===== src/hdl/pwc_pkg.sv =====
// ----------------------------------------------------------------------------
// pwc_pkg: shared types and constants for the pulse width capture block
// Item, result and measurement state records used by the top level and the
// update logic.
// ----------------------------------------------------------------------------
package pwc_pkg;

   localparam int VALUE_WIDTH = 16;
   localparam int OVF_WIDTH   = 16;
   localparam int PULSE_WIDTH = 32;

   localparam logic [OVF_WIDTH-1:0] OVF_MAX = {OVF_WIDTH{1'b1}};

   typedef struct packed {
      logic                   overflow_event;
      logic                   capture_event;
      logic [VALUE_WIDTH-1:0] latched_value;
      logic [VALUE_WIDTH-1:0] counter_now;
      logic                   acknowledge;
   } item_type;

   typedef struct packed {
      logic [OVF_WIDTH-1:0]   overflow_count;
      logic [VALUE_WIDTH-1:0] start_value;
      logic [PULSE_WIDTH-1:0] measured_width;
      logic                   edge_select;
      logic                   valid_flag;
      logic                   overwrite_flag;
   } state_type;

   typedef struct packed {
      logic [PULSE_WIDTH-1:0] pulse_width;
      logic                   width_valid;
      logic                   width_overwritten;
      logic                   await_falling;
      logic                   width_done;
   } result_type;

endpackage


===== src/hdl/pwc_update.sv =====
// ----------------------------------------------------------------------------
// pwc_update: measurement state update for one item
// Applies acknowledge, overflow counting and the edge capture to the stored
// state and forms the result item.
// ----------------------------------------------------------------------------
module pwc_update #(
   parameter int COUNTER_WIDTH = 16
) (
   input  pwc_pkg::item_type   item,
   input  pwc_pkg::state_type  state_cur,
   output pwc_pkg::state_type  state_nxt,
   output pwc_pkg::result_type result
);
   import pwc_pkg::*;

   localparam logic [VALUE_WIDTH-1:0] CNT_MASK = (COUNTER_WIDTH >= VALUE_WIDTH) ?
      {VALUE_WIDTH{1'b1}} : VALUE_WIDTH'((64'd1 << COUNTER_WIDTH) - 64'd1);

   logic [VALUE_WIDTH-1:0] cval;
   logic [VALUE_WIDTH-1:0] now;
   logic                   early;
   logic [OVF_WIDTH-1:0]   ovf_inc;
   logic [OVF_WIDTH-1:0]   ovf_end;
   logic [63:0]            width_full;
   logic                   valid_ack;
   logic                   over_ack;
   logic                   done;

   assign cval  = item.latched_value & CNT_MASK;
   assign now   = item.counter_now & CNT_MASK;
   assign early = item.overflow_event && (cval > now);

   assign ovf_inc = (item.overflow_event && state_cur.overflow_count != OVF_MAX) ?
                    state_cur.overflow_count + 1'b1 : state_cur.overflow_count;
   assign ovf_end = early ? ovf_inc - 1'b1 : ovf_inc;

   assign width_full = (64'(ovf_end) << COUNTER_WIDTH) + 64'(cval) - 64'(state_cur.start_value);

   assign valid_ack = state_cur.valid_flag && !item.acknowledge;
   assign over_ack  = state_cur.overwrite_flag && !item.acknowledge;

   always_comb begin
      state_nxt                = state_cur;
      state_nxt.valid_flag     = valid_ack;
      state_nxt.overwrite_flag = over_ack;
      state_nxt.overflow_count = ovf_inc;
      done                     = 1'b0;
      if (item.capture_event) begin
         if (!state_cur.edge_select) begin
            state_nxt.overflow_count = early ? OVF_WIDTH'(1) : '0;
            state_nxt.start_value    = cval;
            state_nxt.edge_select    = 1'b1;
         end else begin
            state_nxt.overflow_count = ovf_end;
            state_nxt.measured_width = width_full[PULSE_WIDTH-1:0];
            if (valid_ack) begin
               state_nxt.overwrite_flag = 1'b1;
            end else begin
               state_nxt.valid_flag = 1'b1;
            end
            state_nxt.edge_select = 1'b0;
            done                  = 1'b1;
         end
      end
   end

   assign result.pulse_width       = state_nxt.measured_width;
   assign result.width_valid       = state_nxt.valid_flag;
   assign result.width_overwritten = state_nxt.overwrite_flag;
   assign result.await_falling     = state_nxt.edge_select;
   assign result.width_done        = done;

endmodule


===== src/hdl/pulse_width_capture.sv =====
// ----------------------------------------------------------------------------
// pulse_width_capture: high-pulse width measurement on a free-running timer
// Counts timer overflows and turns rising/falling capture pairs into widths.
//
// Usage: each req item carries the overflow and capture events of one timer
// handling step, the captured and current counter values and an acknowledge
// bit that clears the valid and overwrite flags before the item is applied.
// Each req item yields exactly one rsp item with the last measured width and
// the flags after that item; width_done marks an item that ended a pulse.
// An accepted item sits in the input register and moves into the result
// register once that register is empty or being read, and rsp_tvalid rises
// when the item is there. Throughput is one item per cycle unless the
// receiver stalls, set by the single update step between the input
// register and the result register.
// Reset clears the measurement state (waiting for a rising edge, no width)
// and empties both registers. When the receiver stalls, the result register
// holds its item and the input register takes one more; req_tready then
// falls until rsp_tready returns.
// ----------------------------------------------------------------------------
module pulse_width_capture #(
   parameter int COUNTER_WIDTH = 16
) (
   input  logic        clock,
   input  logic        reset,
   input  logic        req_tvalid,
   output logic        req_tready,
   input  logic [31:0] req_tdata,  // latched_value[15:0], counter_now[31:16]
   input  logic [2:0]  req_tuser,  // overflow_event[0], capture_event[1], acknowledge[2]
   output logic        rsp_tvalid,
   input  logic        rsp_tready,
   output logic [31:0] rsp_tdata,  // pulse_width[31:0]
   output logic [3:0]  rsp_tuser   // width_valid[0], width_overwritten[1],
                                   // await_falling[2], width_done[3]
);
   import pwc_pkg::*;

   logic       in_valid_ff;
   logic       in_valid_in;
   item_type   in_item_ff;
   logic       out_valid_ff;
   logic       out_valid_in;
   result_type out_result_ff;
   state_type  state_ff;
   state_type  state_in;
   result_type result_in;
   logic       advance;

   assign advance    = in_valid_ff && (!out_valid_ff || rsp_tready);
   assign req_tready = !in_valid_ff || advance;

   pwc_update #(
      .COUNTER_WIDTH(COUNTER_WIDTH)
   ) u_update (
      .item     (in_item_ff),
      .state_cur(state_ff),
      .state_nxt(state_in),
      .result   (result_in)
   );

   assign in_valid_in  = (req_tvalid && req_tready) || (in_valid_ff && !advance);
   assign out_valid_in = advance || (out_valid_ff && !rsp_tready);

   always_ff @(posedge clock) begin
      if (reset) begin
         in_valid_ff  <= 1'b0;
         out_valid_ff <= 1'b0;
         state_ff     <= '0;
      end else begin
         in_valid_ff  <= in_valid_in;
         out_valid_ff <= out_valid_in;
         if (advance) begin
            state_ff <= state_in;
         end
      end
   end

   always_ff @(posedge clock) begin
      if (req_tvalid && req_tready) begin
         in_item_ff.overflow_event <= req_tuser[0];
         in_item_ff.capture_event  <= req_tuser[1];
         in_item_ff.acknowledge    <= req_tuser[2];
         in_item_ff.latched_value  <= req_tdata[15:0];
         in_item_ff.counter_now    <= req_tdata[31:16];
      end
      if (advance) begin
         out_result_ff <= result_in;
      end
   end

   assign rsp_tvalid   = out_valid_ff;
   assign rsp_tdata    = out_result_ff.pulse_width;
   assign rsp_tuser[0] = out_result_ff.width_valid;
   assign rsp_tuser[1] = out_result_ff.width_overwritten;
   assign rsp_tuser[2] = out_result_ff.await_falling;
   assign rsp_tuser[3] = out_result_ff.width_done;

`ifndef SYNTHESIS
   assert property (@(posedge clock) disable iff (reset)
      state_ff.overwrite_flag |-> state_ff.valid_flag)
      else $error("overwrite flag set without valid flag");

   assert property (@(posedge clock) disable iff (reset)
      rsp_tvalid && rsp_tuser[3] |-> rsp_tuser[0] && !rsp_tuser[2])
      else $error("finished measurement without valid flag or still awaiting falling edge");

   assert property (@(posedge clock) disable iff (reset)
      in_valid_ff && out_valid_ff && !rsp_tready |-> !req_tready)
      else $error("item taken while both registers are full and stalled");

   assert property (@(posedge clock) disable iff (reset)
      !advance |=> state_ff == $past(state_ff))
      else $error("measurement state changed without an item moving to the output");
`endif

endmodule


===== config.mk =====
export PLATFORM = sky130hd
export DESIGN_NAME = pulse_width_capture
export DESIGN_NICKNAME = d
export VERILOG_FILES = /design/src/hdl/pwc_pkg.sv /design/src/hdl/pwc_update.sv /design/src/hdl/pulse_width_capture.sv
export SDC_FILE = /design/constraint.sdc
export NUM_CORES = 1
export LEC_CHECK = 0
export BUFFER_PORTS_ARGS = -buffer_cell sky130_fd_sc_hd__buf_2
export CELL_PAD_IN_SITES_DETAIL_PLACEMENT = 1
export CELL_PAD_IN_SITES_GLOBAL_PLACEMENT = 1
export CORE_MARGIN = 2
export CORE_UTILIZATION = 25
export DETAILED_ROUTE_END_ITERATION = 12
export GPL_TIMING_DRIVEN = 1
export PLACE_DENSITY_LB_ADDON = 0.1
export SYNTH_ARGS = -nofsm -noshare
export SYNTH_HDL_FRONTEND = slang
export SYNTH_SLANG_ARGS = --single-unit
export TNS_END_PERCENT = 5

===== constraint.sdc =====
create_clock -name clock -period 12.92 [get_ports clock]
set_clock_uncertainty 0.15 [all_clocks]
set_input_delay 0.646 -clock clock [delete_from_list [all_inputs] [get_ports clock]]
set_output_delay 0.646 -clock clock [all_outputs]
set_load 0.01 [all_outputs]

==> impl_metrics.sql, run 1 <==
INSERT INTO impl_metrics (metric_group, metric, value, unit) VALUES
('run_status', 'outcome', 'finished clean', ''),
('cts', 'clk_lat_worst_skew', '440', 'ps'),
('final_layout', 'layout.core_utilization', '29.7', '%'),
('power_and_ir_drop', 'worst_voltage_drop_across_the_vdd_grid', '0.0870', 'mV'),
('floorplanning', 'die_w', '183', 'microns'),
('logic_synthesis', 'synth_enable_flop_cells', '71', ''),
('placement', 'port_buffers', '76', ''),
('power_and_ir_drop', 'pwrdens', '127', 'nW/um^2'),
('grt', 'grt_overflow_total', '0', ''),
('final_layout', 'fillerInstances', '3682', ''),
('floorplanning', 'initial_util', '25.4', '%'),
('logic_synthesis', 'netlist_instances', '900', ''),
('logic_synthesis', 'post_synth_num_cell_types', '77', ''),
('timing', 'timing.fmax', '192', 'MHz'),
('logic_synthesis', 'async_reset_ff_share', '0', '%'),
('critical_path', 'timing.critical_path.required', '12940', 'ps'),
('timing', 'tightest_slew', '1110', 'ps'),
('logic_synthesis', 'synthFlopType', 'sky130_fd_sc_hd__edfxtp_1', ''),
('logic_synthesis', 'avgSynthCellArea', '8.92', 'sq um'),
('critical_path', 'critical_path.startpoint_type', 'flip-flop', ''),
('cts', 'cts_root_buffer_type', 'sky130_fd_sc_hd__clkbuf_16', ''),
('timing', 'unrepaired_setup_endpoints_after_global_routing', 'no', ''),
('cts', 'clock-sinks', '140', ''),
('timing', 'relSlewSlack', '25.6', '%'),
('final_layout', 'share_of_cells_above_drive_strength_1', '14.7', '%'),
('routing', 'drt-total-wl', '23.5', 'mm'),
('grt', 'first_pass_grt_wire_length', '37.8', 'mm'),
('floorplanning', 'core_area', '31600', 'sq um'),
('logic_synthesis', 'synth.cell_area', '8030', 'sq um'),
('logic_synthesis', 'syn_nets', '975', ''),
('routing', 'remaining_drc_errors', '0', ''),
('final_layout', 'seqCellArea', '3510', 'sq um'),
('grt', 'grt_usage', '14.7', '%'),
('final_layout', 'n_antenna_cell', '0', ''),
('cts', 'cts_htree_levels', '4', ''),
('cts', 'postcts_resize_cnt', '0', ''),
('timing', 'final.period_utilization', '40.4', '%'),
('final_layout', 'mostFrequentLayoutCells', '153 x sky130_fd_sc_hd__nand2_1, 76 x sky130_fd_sc_hd__buf_2, 71 x sky130_fd_sc_hd__a21oi_1, 71 x sky130_fd_sc_hd__edfxtp_1, 69 x sky130_fd_sc_hd__dfxtp_1', ''),
('grt', 'first_global_vias', '6578', ''),
('logic_synthesis', 'postSynthRegisterBits', '140', ''),
('timing', 'final.setup.tns', '0', 'ps'),
('final_layout', 'total_area_of_multi_input_combinational_cells', '4150', 'sq um'),
('logic_synthesis', 'synthesis.yosys.warnings', '0', ''),
('placement', 'routabilityCongestion', '0.852', ''),
('floorplanning', 'io-pin-count', '77', ''),
('grt', 'largest_net_degree_at_the_start_of_global_routing', '74', ''),
('cts', 'clk_pin_slew_worst_paths', '60', 'ps'),
('placement', 'preCtsSetupSlack', '7760', 'ps'),
('timing', 'final.min_clock_period', '5220', 'ps'),
('routing', 'dr_total_vias', '6608', ''),
('placement', 'placement.cell_area', '8780', 'sq um'),
('cts', 'cts_post_setup_buffers_inserted', '0', ''),
('critical_path', 'critPathMaxFanout', '12', ''),
('grt', 'number_of_antenna_violations_at_the_first_check_in_global_routing', '0', ''),
('min_path', 'hold_path_class', 'input port to flip-flop', ''),
('routing', 'detail_route.iter0.violations', '386', ''),
('power_and_ir_drop', 'leakagePower', '3.43', 'nW'),
('cts', 'num_cts_buffers', '17', ''),
('cts', 'cts_hold_repair.buffers', '0', ''),
('placement', 'dp_hpwl', '17.0', 'mm'),
('job', 'max_cap_violations', '0', ''),
('logic_synthesis', 'yosysSeqAreaShare', '43.8', '%'),
('timing', 'finalSetupViolations', '0', ''),
('final_layout', 'nNetsFinal', '1032', ''),
('final_layout', 'layout.cells.most_common', 'sky130_fd_sc_hd__nand2_1', ''),
('final_layout', 'area_growth', '16.6', '%'),
('routing', 'detail_route.vias_per_cell', '4.82', ''),
('timing', 'postLayoutSetupSlackWorst', '7700', 'ps'),
('cts', 'cts_max_path_buffers', '2', ''),
('timing', 'final_hold_viol_count', '0', ''),
('floorplanning', 'dieHeight', '183', 'microns'),
('floorplanning', 'die_area', '33600', 'sq um'),
('final_layout', 'final_design_area_no_fill', '9360', 'sq um'),
('floorplanning', 'placement_rows', '65', ''),
('power_and_ir_drop', 'total_power', '1.19', 'mW'),
('routing', 'wire_per_inst', '17.1', 'microns'),
('critical_path', 'crit_type', 'flip-flop to flip-flop', ''),
('timing', 'maxSlewViolCount', '0', ''),
('routing', 'drt-pass1-iter-count', '5', ''),
('critical_path', 'critical_path_arrival', '5230', 'ps'),
('routing', 'route.antenna.remaining_nets', '0', ''),
('cts', 'tritoncts', 'done', ''),
('critical_path', 'critPathCaptureType', 'flip-flop', '');
sequential cells by signal, indices dropped and copies added (netlist names):
register,count
state_ff,67
in_valid_ff,1
rsp_tvalid,1
rsp_tuser,4
rsp_tdata,32
in_item_ff,35
metrics by stage:
stage,instances,hold slack [ps]
after global placement,1340,291
after detailed placement,1340,298
after global routing,1372,196
after floorplan,900,282
after CTS,1372,205
final,1372,230
power breakdown:
group | switching (mW) | total, mW | internal, mW
combinational | 0.122 | 0.190 | 0.0681
clock | 0.203 | 0.498 | 0.294
sequential | 0.0151 | 0.503 | 0.487
total | 0.340 | 1.19 | 0.850
path summary, 6_finish.rpt:
kind,from,to,slack (ps),cells past startpoint
worst max-delay path,state_ff[51],rsp_tdata[31],7700,14
worst min-delay path,req_tdata[26],in_item_ff[11],230,1
worst max register to register,state_ff[51],rsp_tdata[31],7700,14
worst min register to register,state_ff[47],state_ff[47],300,2
cells by family after synthesis:
group | Yosys count | share of synthesized area [%]
xor gates and xnor gates | 51 | 5.57
adders and majority gates | 36 | 5.71
muxes | 11 | 1.48
AOI/OAI and AO/OA | 217 | 17.1
buffers and inverters | 92 | 4.61
and+or+nand+nor | 353 | 21.7
DFF | 140 | 43.8
synthesized netlist by cell type (5+ instances only):
| master | instances | share of area [%] |
|---|---|---|
| sky130_fd_sc_hd__nand4_1 | 14 | 1.1 |
| sky130_fd_sc_hd__and4_1 | 6 | 0.65 |
| sky130_fd_sc_hd__a21oi_1 | 71 | 4.4 |
| sky130_fd_sc_hd__o221ai_1 | 7 | 0.76 |
| sky130_fd_sc_hd__inv_1 | 44 | 2.1 |
| sky130_fd_sc_hd__nor3_1 | 16 | 1.0 |
| sky130_fd_sc_hd__xor2_1 | 14 | 1.5 |
| sky130_fd_sc_hd__edfxtp_1 | 71 | 27 |
| sky130_fd_sc_hd__xnor2_1 | 37 | 4.0 |
| sky130_fd_sc_hd__a21o_1 | 11 | 1.0 |
| sky130_fd_sc_hd__clkbuf_1 | 37 | 1.7 |
| sky130_fd_sc_hd__nand3b_1 | 9 | 0.84 |
| sky130_fd_sc_hd__ha_1 | 35 | 5.5 |
| sky130_fd_sc_hd__o21ai_0 | 46 | 2.9 |
| sky130_fd_sc_hd__buf_2 | 5 | 0.31 |
| sky130_fd_sc_hd__and2_1 | 8 | 0.62 |
| sky130_fd_sc_hd__nor2_1 | 68 | 3.2 |
| sky130_fd_sc_hd__nor4_1 | 6 | 0.47 |
| sky130_fd_sc_hd__mux2i_1 | 7 | 0.87 |
| sky130_fd_sc_hd__nand2_1 | 154 | 7.2 |
| sky130_fd_sc_hd__dfxtp_1 | 69 | 17 |
| sky130_fd_sc_hd__a211oi_1 | 17 | 1.6 |
| sky130_fd_sc_hd__and3_1 | 11 | 0.86 |
| sky130_fd_sc_hd__o21ai_1 | 8 | 0.50 |
| sky130_fd_sc_hd__a31oi_1 | 8 | 0.62 |
| sky130_fd_sc_hd__o21a_1 | 5 | 0.47 |
| sky130_fd_sc_hd__o211ai_1 | 6 | 0.56 |
| sky130_fd_sc_hd__nand3_1 | 24 | 1.5 |
worst max-delay path, cell delays in order (launching register included):
cell                      delay [ps]
sky130_fd_sc_hd__dfxtp_1         560
sky130_fd_sc_hd__ha_1            390
sky130_fd_sc_hd__nand3_1         190
sky130_fd_sc_hd__or4_4           600
sky130_fd_sc_hd__and2_1          210
sky130_fd_sc_hd__mux2i_1         350
sky130_fd_sc_hd__ha_1            340
sky130_fd_sc_hd__and3_1          340
sky130_fd_sc_hd__nand2_1          80
sky130_fd_sc_hd__nor4_1          400
sky130_fd_sc_hd__xnor2_1         220
sky130_fd_sc_hd__nor4_2          570
sky130_fd_sc_hd__nand4_1         200
sky130_fd_sc_hd__xnor2_1         260
sky130_fd_sc_hd__o21ai_1          80
layer usage:
metal / share of wire (%) / GRT usage, % / up-vias
li1: - / - / 3331
met4: 0.99 / 3.87 / 0
met3: 3.3 / 3.28 / 15
met1: 56 / 22.4 / 3151
met5: 0 / 0 / -
met2: 39 / 20.6 / 111
layout make-up:
class,count,share of cell area (%)
multi-input cells,668,44.3
flip-flops and latches,140,37.5
well taps,402,5.37
clock buffers,22,4.96
repair buffers,85,4.79
inverters,45,1.80
clock inverters,10,1.23
Power figures use the tool's default switching activity.
==> inputs of run 2 (changes only) <==
==> constraint.sdc (replaced) <==
create_clock -name clock -period 4.3 [get_ports clock]
set_clock_uncertainty 0.15 [all_clocks]
set_input_delay 0.215 -clock clock [delete_from_list [all_inputs] [get_ports clock]]
set_output_delay 0.215 -clock clock [all_outputs]
set_load 0.01 [all_outputs]
==> impl_metrics.sql, run 2 (synthesized netlist as in run 1, its figures left out) <==
INSERT INTO impl_metrics (metric_group, metric, value, unit) VALUES
('grt', 'first_global_vias', '6757', ''),
('floorplanning', 'core_area', '31600', 'sq um'),
('final_layout', 'layout.cells.most_common', 'sky130_fd_sc_hd__nand2_1', ''),
('job', 'max_cap_violations', '0', ''),
('final_layout', 'largest_register_ffs', '67', ''),
('grt', 'grt_overflow_total', '0', ''),
('critical_path', 'crit_type', 'flip-flop to flip-flop', ''),
('timing', 'tightest_slew', '1090', 'ps'),
('timing', 'final_hold_viol_count', '0', ''),
('floorplanning', 'placement_rows', '65', ''),
('run_status', 'outcome', 'finished clean', ''),
('timing', 'timing.fmax', '250', 'MHz'),
('final_layout', 'area_growth', '25.2', '%'),
('timing', 'timing.hold.ws', '303', 'ps'),
('min_path', 'hold_path_class', 'flip-flop to flip-flop', ''),
('timing', 'unrepaired_setup_endpoints_after_global_routing', 'no', ''),
('cts', 'cts_max_path_buffers', '2', ''),
('power_and_ir_drop', 'worst_voltage_drop_across_the_vdd_grid', '0.267', 'mV'),
('final_layout', 'mostFrequentLayoutCells', '153 x sky130_fd_sc_hd__nand2_1, 76 x sky130_fd_sc_hd__buf_2, 71 x sky130_fd_sc_hd__a21oi_1, 71 x sky130_fd_sc_hd__edfxtp_1, 69 x sky130_fd_sc_hd__dfxtp_1', ''),
('floorplanning', 'die_w', '183', 'microns'),
('cts', 'num_cts_buffers', '17', ''),
('placement', 'dp_hpwl', '17.8', 'mm'),
('power_and_ir_drop', 'leakagePower', '3.78', 'nW'),
('routing', 'drt-total-wl', '24.5', 'mm'),
('routing', 'detail_route.vias_per_cell', '4.74', ''),
('routing', 'dr_total_vias', '6835', ''),
('cts', 'clk_pin_slew_worst_paths', '70', 'ps'),
('routing', 'wire_per_inst', '17.0', 'microns'),
('final_layout', 'n_antenna_cell', '0', ''),
('power_and_ir_drop', 'pwrdens', '374', 'nW/um^2'),
('routing', 'route.antenna.remaining_nets', '0', ''),
('critical_path', 'critical_path_arrival', '4030', 'ps'),
('critical_path', 'critPathMaxFanout', '9', ''),
('grt', 'number_of_antenna_violations_at_the_first_check_in_global_routing', '0', ''),
('critical_path', 'critical_path.startpoint_type', 'flip-flop', ''),
('timing', 'relSlewSlack', '27.6', '%'),
('final_layout', 'registers.top_by_ff_count', 'state_ff', ''),
('placement', 'routabilityCongestion', '0.841', ''),
('critical_path', 'critPathCaptureType', 'flip-flop', ''),
('routing', 'detail_route.iter0.violations', '385', ''),
('grt', 'first_pass_grt_wire_length', '39.6', 'mm'),
('floorplanning', 'die_area', '33600', 'sq um'),
('routing', 'remaining_drc_errors', '0', ''),
('cts', 'clk_lat_worst_skew', '440', 'ps'),
('floorplanning', 'dieHeight', '183', 'microns'),
('floorplanning', 'io-pin-count', '77', ''),
('timing', 'finalSetupViolations', '0', ''),
('cts', 'tritoncts', 'done', ''),
('grt', 'grt_usage', '15.4', '%'),
('routing', 'drt-pass1-iter-count', '4', ''),
('timing', 'maxSlewViolCount', '0', ''),
('floorplanning', 'initial_util', '25.4', '%'),
('timing', 'final.period_utilization', '93.2', '%'),
('cts', 'clock-sinks', '140', ''),
('final_layout', 'share_of_cells_above_drive_strength_1', '17.6', '%'),
('cts', 'cts_htree_levels', '4', ''),
('placement', 'port_buffers', '76', ''),
('final_layout', 'nNetsFinal', '1103', ''),
('timing', 'final.setup.tns', '0', 'ps'),
('grt', 'largest_net_degree_at_the_start_of_global_routing', '62', ''),
('critical_path', 'timing.critical_path.required', '4330', 'ps'),
('cts', 'cts_root_buffer_type', 'sky130_fd_sc_hd__clkbuf_16', ''),
('timing', 'final.min_clock_period', '4010', 'ps');
## run 2: cell types whose count changed in the layout (fill, tap and decap cells not counted), sizes merged
cell	delta
buf	+33
bufinv	+2
clkbuf	-3
clkinvlp	-2
dlygate4sd3	+38
inv	+3
## run 2: through the flow
step                cells  setup slack [ps]  power [mW]  utilization [%]  cell area, sq um
finish               1443               294        3.75             31.8             10000
global route         1443              8.23        3.94             31.8             10000
CTS                  1443               218        3.81             31.8             10000
detailed placement   1373               242        2.15             28.6              9030
global placement     1373               349        2.15             28.6              9030
floorplan             900              33.2        1.93                -              8030
## run 2: critical path, stage by stage (launching register included)
cell and delay, ps:
sky130_fd_sc_hd__dfxtp_1 340, sky130_fd_sc_hd__ha_1 170, sky130_fd_sc_hd__nand3_1 180, sky130_fd_sc_hd__or4_4 590
sky130_fd_sc_hd__nand2_1 150, sky130_fd_sc_hd__xnor2_1 160, sky130_fd_sc_hd__inv_1 80, sky130_fd_sc_hd__ha_1 350
sky130_fd_sc_hd__nand4b_1 120, sky130_fd_sc_hd__o21ai_1 170, sky130_fd_sc_hd__nand4_1 120, sky130_fd_sc_hd__a21o_1 280
sky130_fd_sc_hd__nor4_2 280, sky130_fd_sc_hd__buf_4 170, sky130_fd_sc_hd__o21ai_1 70, sky130_fd_sc_hd__xor2_1 250
sky130_fd_sc_hd__o21ai_1 90
## run 2: timing repair
item                                    in CTS  in global routing
buffers inserted                             0                  0
resized for setup                            0                  4
hold buffers                                38                  0
hold endpoints to repair                    37                  0
endpoints found under the setup margin       0                  7
## run 2: per-layer routing
layer	GRT usage, %	vias up	routed length [microns]
met3	3.00	21	881
met1	23.7	3222	13600
li1	-	3482	-
met4	4.51	0	326
met2	21.3	110	9780
met5	0	-	0
## run 2: path summary, 6_finish.rpt
path / start / slack [ps] / cells after the start / endpoint
setup / recovery: state_ff[51] / 290 / 16 / rsp_tdata[27]
hold / removal: state_ff[38] / 300 / 2 / state_ff[38]
setup reg to reg: state_ff[51] / 290 / 16 / rsp_tdata[27]
hold reg to reg: state_ff[38] / 300 / 2 / state_ff[38]
## run 2: area by class of cell
cell class,instances,area [sq um]
clock buffer,19,433
clock inverter,13,188
fill,3691,21500
sequential,140,3510
tap,402,503
inverter,45,169
multi-input combinational,668,4170
timing repair buffer,156,1080
## run 2: report_power, final
part | total [mW] | internal [mW] | switching [mW]
Sequential | 1.50 | 1.46 | 0.0356
Clock | 1.61 | 0.977 | 0.633
Combinational | 0.645 | 0.256 | 0.390
